$ cat config.mk
export PLATFORM = sky130hd
export DESIGN_NAME = running_sample_statistics
export DESIGN_NICKNAME = d
export VERILOG_FILES = /design/src/sv/rss_pkg.sv /design/src/sv/rss_front.sv /design/src/sv/rss_fifo.sv /design/src/sv/rss_back.sv /design/src/sv/running_sample_statistics.sv
export SDC_FILE = /design/constraint.sdc
export NUM_CORES = 2
export LEC_CHECK = 0
export ABC_CLOCK_PERIOD_IN_PS = 10500
export BUFFER_PORTS_ARGS = -buffer_cell sky130_fd_sc_hd__buf_2
export CAP_MARGIN = 25
export CORE_ASPECT_RATIO = 0.8
export CORE_MARGIN = 2
export CORE_UTILIZATION = 59
export CTS_CLUSTER_DIAMETER = 40
export CTS_CLUSTER_SIZE = 14
export DETAILED_ROUTE_END_ITERATION = 10
export GPL_TIMING_DRIVEN = 1
export PLACE_DENSITY = 0.76
export SLEW_MARGIN = 20
export SYNTH_ARGS = -nofsm -noshare
export SYNTH_HDL_FRONTEND = slang
export SYNTH_SLANG_ARGS = --single-unit
$ cat constraint.sdc
create_clock -name clk -period 10.5 [get_ports clk]
set_input_delay 1.575 -clock clk [delete_from_list [all_inputs] [get_ports clk]]
set_output_delay 1.575 -clock clk [all_outputs]
set_load 0.02 [all_outputs]
$ cat src/sv/rss_pkg.sv
// Shared widths, constants and the statistics snapshot type for the running statistics block.
`default_nettype none
package rss_pkg;

	localparam int SAMPLE_BITS = 16;
	localparam int COUNT_BITS  = 20;
	localparam int SUM_W       = 36;
	localparam int SQ_W        = 52;
	localparam int NUM_W       = 72;
	localparam int DEN_W       = 40;
	localparam int MEAN_W      = 24;
	localparam int VAR_W       = 31;
	localparam int SD_W        = 16;
	localparam int IN_DATA_W   = 16;
	localparam int OUT_DATA_W  = 144;

	localparam logic [COUNT_BITS-1:0] CNT_MAX = {COUNT_BITS{1'b1}};
	localparam logic signed [SAMPLE_BITS-1:0] SMP_POS = {1'b0, {(SAMPLE_BITS-1){1'b1}}};
	localparam logic signed [SAMPLE_BITS-1:0] SMP_NEG = {1'b1, {(SAMPLE_BITS-1){1'b0}}};

	// Iteration counts of the back end.
	localparam int MUL_STEPS  = 6;
	localparam int DIV_STEPS  = 31;
	localparam int MEAN_STEPS = 24;
	localparam int SQRT_STEPS = 16;

	// Accumulated state after one sample, handed from front to back.
	typedef struct packed {
		logic [COUNT_BITS-1:0]         count;
		logic signed [SUM_W-1:0]       sum;
		logic [SQ_W-1:0]               sum_sq;
		logic signed [SAMPLE_BITS-1:0] min_v;
		logic signed [SAMPLE_BITS-1:0] max_v;
		logic signed [SAMPLE_BITS-1:0] last_v;
		logic                          full;
	} snap_t;

endpackage
`default_nettype wire

$ cat src/sv/rss_front.sv
// Front end: accepts samples and updates count, sums, minimum, maximum and last sample.
`default_nettype none
module rss_front (
	input  wire logic                          clk,
	input  wire logic                          arst_n,
	input  wire logic                          in_valid,
	input  wire logic [rss_pkg::IN_DATA_W-1:0] in_data,
	input  wire logic                          q_full,
	output logic                               in_ready,
	output logic                               push,
	output rss_pkg::snap_t                     push_data
);
	import rss_pkg::*;

	logic [COUNT_BITS-1:0]         count_q;
	logic signed [SUM_W-1:0]       sum_q;
	logic [SQ_W-1:0]               sum_sq_q;
	logic signed [SAMPLE_BITS-1:0] min_q;
	logic signed [SAMPLE_BITS-1:0] max_q;
	logic signed [SAMPLE_BITS-1:0] last_q;
	logic signed [SAMPLE_BITS-1:0] smp;
	logic [2*SAMPLE_BITS-1:0]      smp_sq;
	snap_t                         nxt;

	assign smp      = $signed(in_data[SAMPLE_BITS-1:0]);
	assign smp_sq   = $unsigned((2*SAMPLE_BITS)'(smp) * (2*SAMPLE_BITS)'(smp));
	assign in_ready = !q_full;
	assign push     = in_valid && in_ready;

	// Next state: sums freeze once the count saturates.
	always_comb begin
		nxt.count  = count_q;
		nxt.sum    = sum_q;
		nxt.sum_sq = sum_sq_q;
		if (count_q != CNT_MAX) begin
			nxt.count  = count_q + 1'b1;
			nxt.sum    = sum_q + SUM_W'(smp);
			nxt.sum_sq = sum_sq_q + SQ_W'(smp_sq);
		end
		nxt.min_v  = (smp < min_q) ? smp : min_q;
		nxt.max_v  = (smp > max_q) ? smp : max_q;
		nxt.last_v = smp;
		nxt.full   = (nxt.count == CNT_MAX);
	end

	assign push_data = nxt;

	// Statistics registers.
	always_ff @(posedge clk or negedge arst_n) begin
		if (!arst_n) begin
			count_q  <= '0;
			sum_q    <= '0;
			sum_sq_q <= '0;
			min_q    <= SMP_POS;
			max_q    <= SMP_NEG;
			last_q   <= '0;
		end else if (push) begin
			count_q  <= nxt.count;
			sum_q    <= nxt.sum;
			sum_sq_q <= nxt.sum_sq;
			min_q    <= nxt.min_v;
			max_q    <= nxt.max_v;
			last_q   <= nxt.last_v;
		end
	end

	// The last sample register mirrors the pushed snapshot.
	assert property (@(posedge clk) disable iff (!arst_n)
		push |=> last_q == $past(smp))
		else $error("last sample not captured");

endmodule
`default_nettype wire

$ cat src/sv/rss_fifo.sv
// Two-entry queue of statistics snapshots between front and back end.
`default_nettype none
module rss_fifo (
	input  wire logic           clk,
	input  wire logic           arst_n,
	input  wire logic           push,
	input  rss_pkg::snap_t      push_data,
	input  wire logic           pop,
	output logic                full,
	output logic                empty,
	output rss_pkg::snap_t      pop_data
);
	import rss_pkg::*;

	snap_t       mem_q [2];
	logic        wr_ptr_q;
	logic        rd_ptr_q;
	logic [1:0]  cnt_q;

	assign full     = cnt_q[1];
	assign empty    = (cnt_q == 2'd0);
	assign pop_data = mem_q[rd_ptr_q];

	// Entry storage.
	always_ff @(posedge clk) begin
		if (push) begin
			mem_q[wr_ptr_q] <= push_data;
		end
	end

	// Pointers and fill count.
	always_ff @(posedge clk or negedge arst_n) begin
		if (!arst_n) begin
			wr_ptr_q <= 1'b0;
			rd_ptr_q <= 1'b0;
			cnt_q    <= 2'd0;
		end else begin
			if (push) begin
				wr_ptr_q <= !wr_ptr_q;
			end
			if (pop) begin
				rd_ptr_q <= !rd_ptr_q;
			end
			case ({push, pop})
				2'b10:   cnt_q <= cnt_q + 2'd1;
				2'b01:   cnt_q <= cnt_q - 2'd1;
				default: cnt_q <= cnt_q;
			endcase
		end
	end

	assert property (@(posedge clk) disable iff (!arst_n) cnt_q != 2'd3)
		else $error("queue count out of range");
	assert property (@(posedge clk) disable iff (!arst_n) !(pop && empty))
		else $error("pop from empty queue");

endmodule
`default_nettype wire

$ cat src/sv/rss_back.sv
// Back end: mean, variance and square root by shared multiplier and iterative units.
`default_nettype none
module rss_back (
	input  wire logic                           clk,
	input  wire logic                           arst_n,
	input  wire logic                           q_empty,
	input  rss_pkg::snap_t                      q_data,
	output logic                                pop,
	output logic                                out_valid,
	input  wire logic                           out_ready,
	output logic [rss_pkg::OUT_DATA_W-1:0]      out_data,
	output logic                                out_full
);
	import rss_pkg::*;

	typedef enum logic [5:0] {
		ST_IDLE = 6'b000001,
		ST_MUL  = 6'b000010,
		ST_PREP = 6'b000100,
		ST_DIV  = 6'b001000,
		ST_SQRT = 6'b010000,
		ST_OUT  = 6'b100000
	} state_t;

	state_t                        state_q;
	logic [4:0]                    step_q;
	snap_t                         snap_q;
	logic [SUM_W-1:0]              mag_q;
	logic                          neg_q;
	logic [25:0]                   opa;
	logic [25:0]                   opb;
	logic [51:0]                   prod;
	logic [NUM_W-1:0]              acc_t_q;
	logic [NUM_W-1:0]              acc_s_q;
	logic [DEN_W-1:0]              den_q;
	logic [NUM_W-1:0]              num;
	logic [DEN_W-1:0]              rem_q;
	logic [VAR_W-1:0]              div_q;
	logic [DEN_W:0]                r2;
	logic                          ge;
	logic [COUNT_BITS-1:0]         mrem_q;
	logic [MEAN_W-1:0]             mdiv_q;
	logic [COUNT_BITS:0]           mr2;
	logic                          mge;
	logic [31:0]                   x_q;
	logic [17:0]                   srem_q;
	logic [SD_W-1:0]               root_q;
	logic [19:0]                   sr;
	logic [19:0]                   trial;
	logic                          sge;
	logic signed [MEAN_W-1:0]      mean;
	logic [OUT_DATA_W-1:0]         out_q;
	logic                          full_q;

	assign pop       = (state_q == ST_IDLE) && !q_empty;
	assign out_valid = (state_q == ST_OUT);
	assign out_data  = out_q;
	assign out_full  = full_q;

	// Shared multiplier operand selection.
	always_comb begin
		case (step_q)
			5'd0: begin
				opa = snap_q.sum_sq[25:0];
				opb = 26'(snap_q.count);
			end
			5'd1: begin
				opa = snap_q.sum_sq[51:26];
				opb = 26'(snap_q.count);
			end
			5'd2: begin
				opa = 26'(mag_q[17:0]);
				opb = 26'(mag_q[17:0]);
			end
			5'd3: begin
				opa = 26'(mag_q[17:0]);
				opb = 26'(mag_q[35:18]);
			end
			5'd4: begin
				opa = 26'(mag_q[35:18]);
				opb = 26'(mag_q[35:18]);
			end
			default: begin
				opa = 26'(snap_q.count);
				opb = 26'(snap_q.count);
			end
		endcase
	end
	assign prod = opa * opb;

	// Variance numerator, floored at zero.
	assign num = (acc_t_q >= acc_s_q) ? (acc_t_q - acc_s_q) : '0;

	// One restoring step each for the variance and mean dividers.
	assign r2  = {rem_q, div_q[VAR_W-1]};
	assign ge  = (r2 >= {1'b0, den_q});
	assign mr2 = {mrem_q, mdiv_q[MEAN_W-1]};
	assign mge = (mr2 >= {1'b0, snap_q.count});

	// One digit step of the square root.
	assign sr    = {srem_q, x_q[31:30]};
	assign trial = {2'b00, root_q, 2'b01};
	assign sge   = (sr >= trial);

	// Signed mean with range clamp.
	always_comb begin
		if (neg_q) begin
			mean = (mdiv_q > 24'd8388608) ? 24'sh800000 : -$signed(mdiv_q);
		end else begin
			mean = (mdiv_q > 24'd8388607) ? 24'sh7FFFFF : $signed(mdiv_q);
		end
	end

	// Datapath registers.
	always_ff @(posedge clk) begin
		case (state_q)
			ST_IDLE: begin
				snap_q <= q_data;
				neg_q  <= q_data.sum[SUM_W-1];
				mag_q  <= q_data.sum[SUM_W-1] ? SUM_W'(-q_data.sum) : SUM_W'(q_data.sum);
			end
			ST_MUL: begin
				case (step_q)
					5'd0:    acc_t_q <= NUM_W'(prod);
					5'd1:    acc_t_q <= acc_t_q + (NUM_W'(prod) << 26);
					5'd2:    acc_s_q <= NUM_W'(prod);
					5'd3:    acc_s_q <= acc_s_q + (NUM_W'(prod) << 19);
					5'd4:    acc_s_q <= acc_s_q + (NUM_W'(prod) << 36);
					default: den_q   <= prod[DEN_W-1:0];
				endcase
			end
			ST_PREP: begin
				rem_q  <= num[DEN_W+VAR_W-1:VAR_W];
				div_q  <= num[VAR_W-1:0];
				mrem_q <= mag_q[SUM_W-1:SUM_W-COUNT_BITS];
				mdiv_q <= {mag_q[SUM_W-COUNT_BITS-1:0], 8'd0};
			end
			ST_DIV: begin
				rem_q <= ge ? DEN_W'(r2 - {1'b0, den_q}) : r2[DEN_W-1:0];
				div_q <= {div_q[VAR_W-2:0], ge};
				if (step_q < 5'(MEAN_STEPS)) begin
					mrem_q <= mge ? COUNT_BITS'(mr2 - {1'b0, snap_q.count})
						: mr2[COUNT_BITS-1:0];
					mdiv_q <= {mdiv_q[MEAN_W-2:0], mge};
				end
				if (step_q == 5'(DIV_STEPS - 1)) begin
					x_q    <= {1'b0, div_q[VAR_W-2:0], ge};
					srem_q <= '0;
					root_q <= '0;
				end
			end
			ST_SQRT: begin
				srem_q <= sge ? 18'(sr - trial) : sr[17:0];
				root_q <= {root_q[SD_W-2:0], sge};
				x_q    <= {x_q[29:0], 2'b00};
				if (step_q == 5'(SQRT_STEPS - 1)) begin
					out_q <= {5'd0, root_q[SD_W-2:0], sge, div_q, mean,
						snap_q.last_v, snap_q.max_v, snap_q.min_v, snap_q.count};
					full_q <= snap_q.full;
				end
			end
			default: begin
			end
		endcase
	end

	// Sequencer.
	always_ff @(posedge clk or negedge arst_n) begin
		if (!arst_n) begin
			state_q <= ST_IDLE;
			step_q  <= '0;
		end else begin
			case (state_q)
				ST_IDLE: begin
					step_q <= '0;
					if (!q_empty) begin
						state_q <= ST_MUL;
					end
				end
				ST_MUL: begin
					if (step_q == 5'(MUL_STEPS - 1)) begin
						step_q  <= '0;
						state_q <= ST_PREP;
					end else begin
						step_q <= step_q + 5'd1;
					end
				end
				ST_PREP: begin
					state_q <= ST_DIV;
				end
				ST_DIV: begin
					if (step_q == 5'(DIV_STEPS - 1)) begin
						step_q  <= '0;
						state_q <= ST_SQRT;
					end else begin
						step_q <= step_q + 5'd1;
					end
				end
				ST_SQRT: begin
					if (step_q == 5'(SQRT_STEPS - 1)) begin
						step_q  <= '0;
						state_q <= ST_OUT;
					end else begin
						step_q <= step_q + 5'd1;
					end
				end
				ST_OUT: begin
					if (out_ready) begin
						state_q <= ST_IDLE;
					end
				end
				default: state_q <= ST_IDLE;
			endcase
		end
	end

	assert property (@(posedge clk) disable iff (!arst_n)
		(state_q == ST_DIV) |-> step_q < 5'(DIV_STEPS))
		else $error("divider step out of range");
	assert property (@(posedge clk) disable iff (!arst_n)
		pop |=> state_q == ST_MUL && step_q == 5'd0)
		else $error("snapshot taken without starting the multiply pass");

endmodule
`default_nettype wire

$ cat src/sv/running_sample_statistics.sv
// Top level of the running sample statistics block.
// Each input word carries one signed sample; each output word carries count, minimum,
// maximum, latest sample, Q8 mean, population variance and its integer square root.
// The front end updates the running sums in the cycle a word is accepted and queues a
// snapshot in a two-entry queue; the back end works one snapshot at a time: it loads
// it, runs six multiply steps on a shared 26x26 multiplier, a setup state, 31 restoring
// divider steps (the 24 mean steps run alongside) and 16 square root steps, then the
// result is presented and held until it is taken. Input is taken while the queue has
// room, so up to two more samples are accepted while a result is being computed or
// waits to be taken.
`default_nettype none
module running_sample_statistics (
	input  wire logic                            clk,
	input  wire logic                            arst_n,
	input  wire logic                            s_axis_tvalid,
	output logic                                 s_axis_tready,
	input  wire logic [rss_pkg::IN_DATA_W-1:0]   s_axis_tdata,  // sample[15:0]
	output logic                                 m_axis_tvalid,
	input  wire logic                            m_axis_tready,
	// sample_count[19:0], minimum[35:20], maximum[51:36], latest[67:52],
	// mean_q8[91:68], variance[122:92], std_dev[138:123], zero fill above
	output logic [rss_pkg::OUT_DATA_W-1:0]       m_axis_tdata,
	output logic                                 m_axis_tuser   // full_res
);
	import rss_pkg::*;

	logic  push;
	logic  pop;
	logic  q_full;
	logic  q_empty;
	snap_t push_data;
	snap_t pop_data;

	// Sample intake and running sums.
	rss_front u_front (
		.clk       (clk),
		.arst_n    (arst_n),
		.in_valid  (s_axis_tvalid),
		.in_data   (s_axis_tdata),
		.q_full    (q_full),
		.in_ready  (s_axis_tready),
		.push      (push),
		.push_data (push_data)
	);

	// Snapshot queue.
	rss_fifo u_fifo (
		.clk       (clk),
		.arst_n    (arst_n),
		.push      (push),
		.push_data (push_data),
		.pop       (pop),
		.full      (q_full),
		.empty     (q_empty),
		.pop_data  (pop_data)
	);

	// Derived statistics.
	rss_back u_back (
		.clk       (clk),
		.arst_n    (arst_n),
		.q_empty   (q_empty),
		.q_data    (pop_data),
		.pop       (pop),
		.out_valid (m_axis_tvalid),
		.out_ready (m_axis_tready),
		.out_data  (m_axis_tdata),
		.out_full  (m_axis_tuser)
	);

endmodule
`default_nettype wire
==> results.md <==
- Crit path launch type: register
- Max-slew headroom: 0.219
- Routed wire length: 291000 um
- Setup Skew: 55.0 ps
- Total GRT Usage: 0.375
- Critical path's slowest cell: fa_1
- Num ports: 167
- Drt wl/cell: 24.4 um
- GPL Wtd Cong: 1.04
- Logic pwr share: 0.630
- Die W: 438 um
- Die height: 351 um
- H-Tree Level Count: 4
- Antenna violations before repair: 2
- Met1 usage: 0.511
- Failing checks: setup timing
- Period utilization: 1.03
- Setup CP Type: reg -> reg
- Min Clock Period, post-route: 10850 ps
- Synthesized flop and latch total: 1132
- Post-synth EDFFs: 977
- Cell Pwr Density: 316 mW/mm2
- Final design utilization: 0.714
- Peak Freq: 92.2 MHz
- Clock power share: 0.153
- Cell count after synthesis: 8774
- Required @ worst endpoint: 11040 ps
- Area of the multi-input gates: 0.0525 mm2
- PortBufs: 161
- Vias: 72300
- Clk pin slew, worst setup/hold paths: 70 ps
- CP Max Fanout: 20
- HP Class: reg -> reg
- Final WS setup: -348 ps
- Largest net degree at the start of global routing: 96
- 1st-iter DRT viols: 8192
- Fillcell total: 10800
- Hold WS: 418 ps
- Site row count: 127
- Drc violations: 0
- Layout cells sized above 1: 0.204
- Vias per inst: 6.07
- Root Driver: clkbuf_16
- Starting Density: 0.594
- Clock Sinks: 1132
- Max-slew violations: 0
- CTS Buf Count: 142
- Status: finished with violations
- Delay-heaviest family, CP: adder cells
- Setup Viol. Count Final: 25
- Switch share: 0.445
- Sequential fraction of the synthesis area: 0.374
- Clk Latency, worst-skew pair: 830 ps
- GR peak layer: met2
- CTS Buffer Depth: 3
- WP buf/inv: 8
- RSZ-0062 raised after global routing: yes
- Met3 Use GR: 0.0807
- FFs w/ async S/R, synth: 0.137
- TritonCTS clock tree: done
- Max-Cap Viols: 0
- Synthesized area per cell: 10.1 um2
- Final instance area: 0.107 mm2
- Worst Path Arrival: 11390 ps
- Most used DFF post-synth: edfxtp_1
- Hold Vio Cnt, Final: 0
- Crit-path max cell delay: 630 ps
- Routing usage on met2: 0.573
- CP most frequent cell: fa_1
- Synthesized area: 0.0889 mm2
- Internal Power: 18700 uW
- Worst vdd ir: 1140 uV
- # hold bufs at CTS: 0
- Area occupied by registers: 0.0332 mm2
- First-pass GRT wire length: 435000 um
- Worst setup EP type: register
- Total power: 33700 uW
- Detail Placement HPWL: 224000 um
- Vias in the first global route: 71800
- Die area: 0.154 mm2
- Leak: 0.0481 uW
- GRT overflow: 0
- Core area: 0.150 mm2
- Area Overhead vs Synth: 20.2%
- Fin nets: 11100
- Worst-margin pin slew: 1170 ps
- Detail Route Antenna Nets: 0
- Netlist cell types: 86
- Yosys warnings: 0
- Placement Cell Area: 0.0986 mm2
- Net Switching: 15000 uW
- DR pass1 iterations: 10
- Reg power frac: 0.217
[sequential cells by signal, indices dropped and copies added, names as in the netlist, 31 cells and up]
register,count
u_back.den_q,40
u_back.div_q,31
u_back.mag_q,36
u_back.acc_s_q,72
u_front.sum_sq_q,52
u_front.sum_q,36
u_back.out_data,139
u_back.x_q,32
u_back.rem_q,40
u_back.snap_q,121
u_fifo.mem_q,314
u_back.acc_t_q,72
[cell usage in the layout (no fill, tap or decap), drive strengths merged, types with 20 or more instances in the layout]
cell type and n:
nand4 84, edfxtp 977, nand2 1027, nor3 88, a21boi 48, nor2b 65, a21oi 439, o22ai 76
mux2i 89, a31oi 51, dfrtp 138, o21bai 71, clkbuf 175, and2 75, o21ai 449, o31ai 31
and3 71, a211oi 31, a221oi 27, inv 1099, a22o 20, fa 674, xor2 198, nor2 687
or3 42, a21o 231, a221o 24, buf 1205, clkinv 45, o21a 50, mux2 169, o211ai 29
nand2b 67, ha 624, nand3 135, xnor2 300
[metal layers]
| metal | vias up | routed length, um | share of wire |
|---|---|---|---|
| li1 | 32200 | - | - |
| met1 | 35500 | 117000 | 0.40 |
| met2 | 3832 | 128000 | 0.44 |
| met3 | 781 | 29700 | 0.10 |
| met4 | 0 | 16400 | 0.056 |
| met5 | - | 0 | 0 |
[layout make-up]
| cell class | instances | area share |
|---|---|---|
| antenna | 2 | 0.0000468 |
| tap | 1999 | 0.0234 |
| sequential | 1132 | 0.311 |
| clock buffer | 172 | 0.0349 |
| inverter | 1082 | 0.0383 |
| clock inverter | 91 | 0.0122 |
| timing repair buffer | 1208 | 0.0882 |
| multi-input combinational | 6230 | 0.492 |
[final timing paths]
check	from	slack, ps	cells past startpoint	endpoint
max in group asynchronous	arst_n	7750	3	u_front.max_q[3]$_DFFE_PN0P_
worst min register to register	u_back.snap_q[41]$_DFFE_PP_	420	0	u_back.out_data[28]$_DFFE_PP_
worst max register to register	u_back.step_q[0]$_DFFE_PN0P_	-350	44	u_back.acc_s_q[65]$_DFFE_PP_
worst min-delay path	u_back.snap_q[41]$_DFFE_PP_	420	0	u_back.out_data[28]$_DFFE_PP_
min in group asynchronous	arst_n	730	1	u_front.count_q[19]$_DFFE_PN0P_
worst max-delay path	u_back.step_q[0]$_DFFE_PN0P_	-350	44	u_back.acc_s_q[65]$_DFFE_PP_
[power groups by stage]
stage | registers (uW) | clock network, uW | logic, uW
after floorplan | 7360 | 0 | 13700
after global placement | 7370 | 0 | 20000
after detailed placement | 7420 | 0 | 20700
after CTS | 7330 | 5200 | 21000
after global routing | 7380 | 5390 | 23200
final | 7330 | 5160 | 21300
[what timing repair did]
item                       4_1_cts  5_1_grt
gates resized for setup        225      292
pin swaps                      150      205
setup buffers                   49       67
cloned                           1        3
setup endpoints to repair       52       45
[synth_stat cells, drive strengths merged, types with 14 or more instances]
cell,count,area [um2]
a222oi,19,190
nor3,88,440
fa,674,13500
dfstp,17,447
clkbuf,298,1120
and2,75,469
xnor2,300,2630
a21o,231,1730
o21bai,71,533
or3,42,303
a211oi,31,233
nand3,135,676
buf,36,155
nor2b,65,407
o21a,50,375
inv,1074,4030
mux2i,89,891
nand4,84,526
and3,71,444
o31a,17,149
a21boi,48,360
a31oi,51,319
o311ai,19,166
or2,18,113
a22o,20,175
edfxtp,977,29300
o22ai,76,475
nand2b,67,419
nand2,1027,3850
o31ai,31,233
a221o,24,240
ha,624,7810
a221oi,27,236
o211ai,29,218
nor4,14,87.6
dfrtp,138,3450
o21ai,449,2250
a21oi,439,2200
nor2,687,2580
xor2,198,1730
mux2,169,1900
[metrics by stage]
stage	TNS, ps	cells	setup slack (ps)
after floorplan	-95.0	8778	-42.6
after global placement	-19190	11500	-969
after detailed placement	-24860	11500	-1030
after CTS	-534	11900	-129
after global routing	-13190	11900	-625
final	-3430	11900	-348
[cells by family (layout without fill, tap and decap cells)]
| group | Yosys count | count (layout) | share of synthesized area |
|---|---|---|---|
| other cells | 1 | 7 | 0.0000422 |
| compound gates | 1744 | 1744 | 0.125 |
| xor+xnor | 498 | 498 | 0.0491 |
| buf+inv | 1416 | 2553 | 0.0600 |
| fa+ha+maj | 1298 | 1298 | 0.240 |
| flops | 1132 | 1132 | 0.374 |
| mux | 258 | 258 | 0.0314 |
| simple gates | 2427 | 2427 | 0.121 |
No activity file was read; power rests on OpenSTA's default activity.
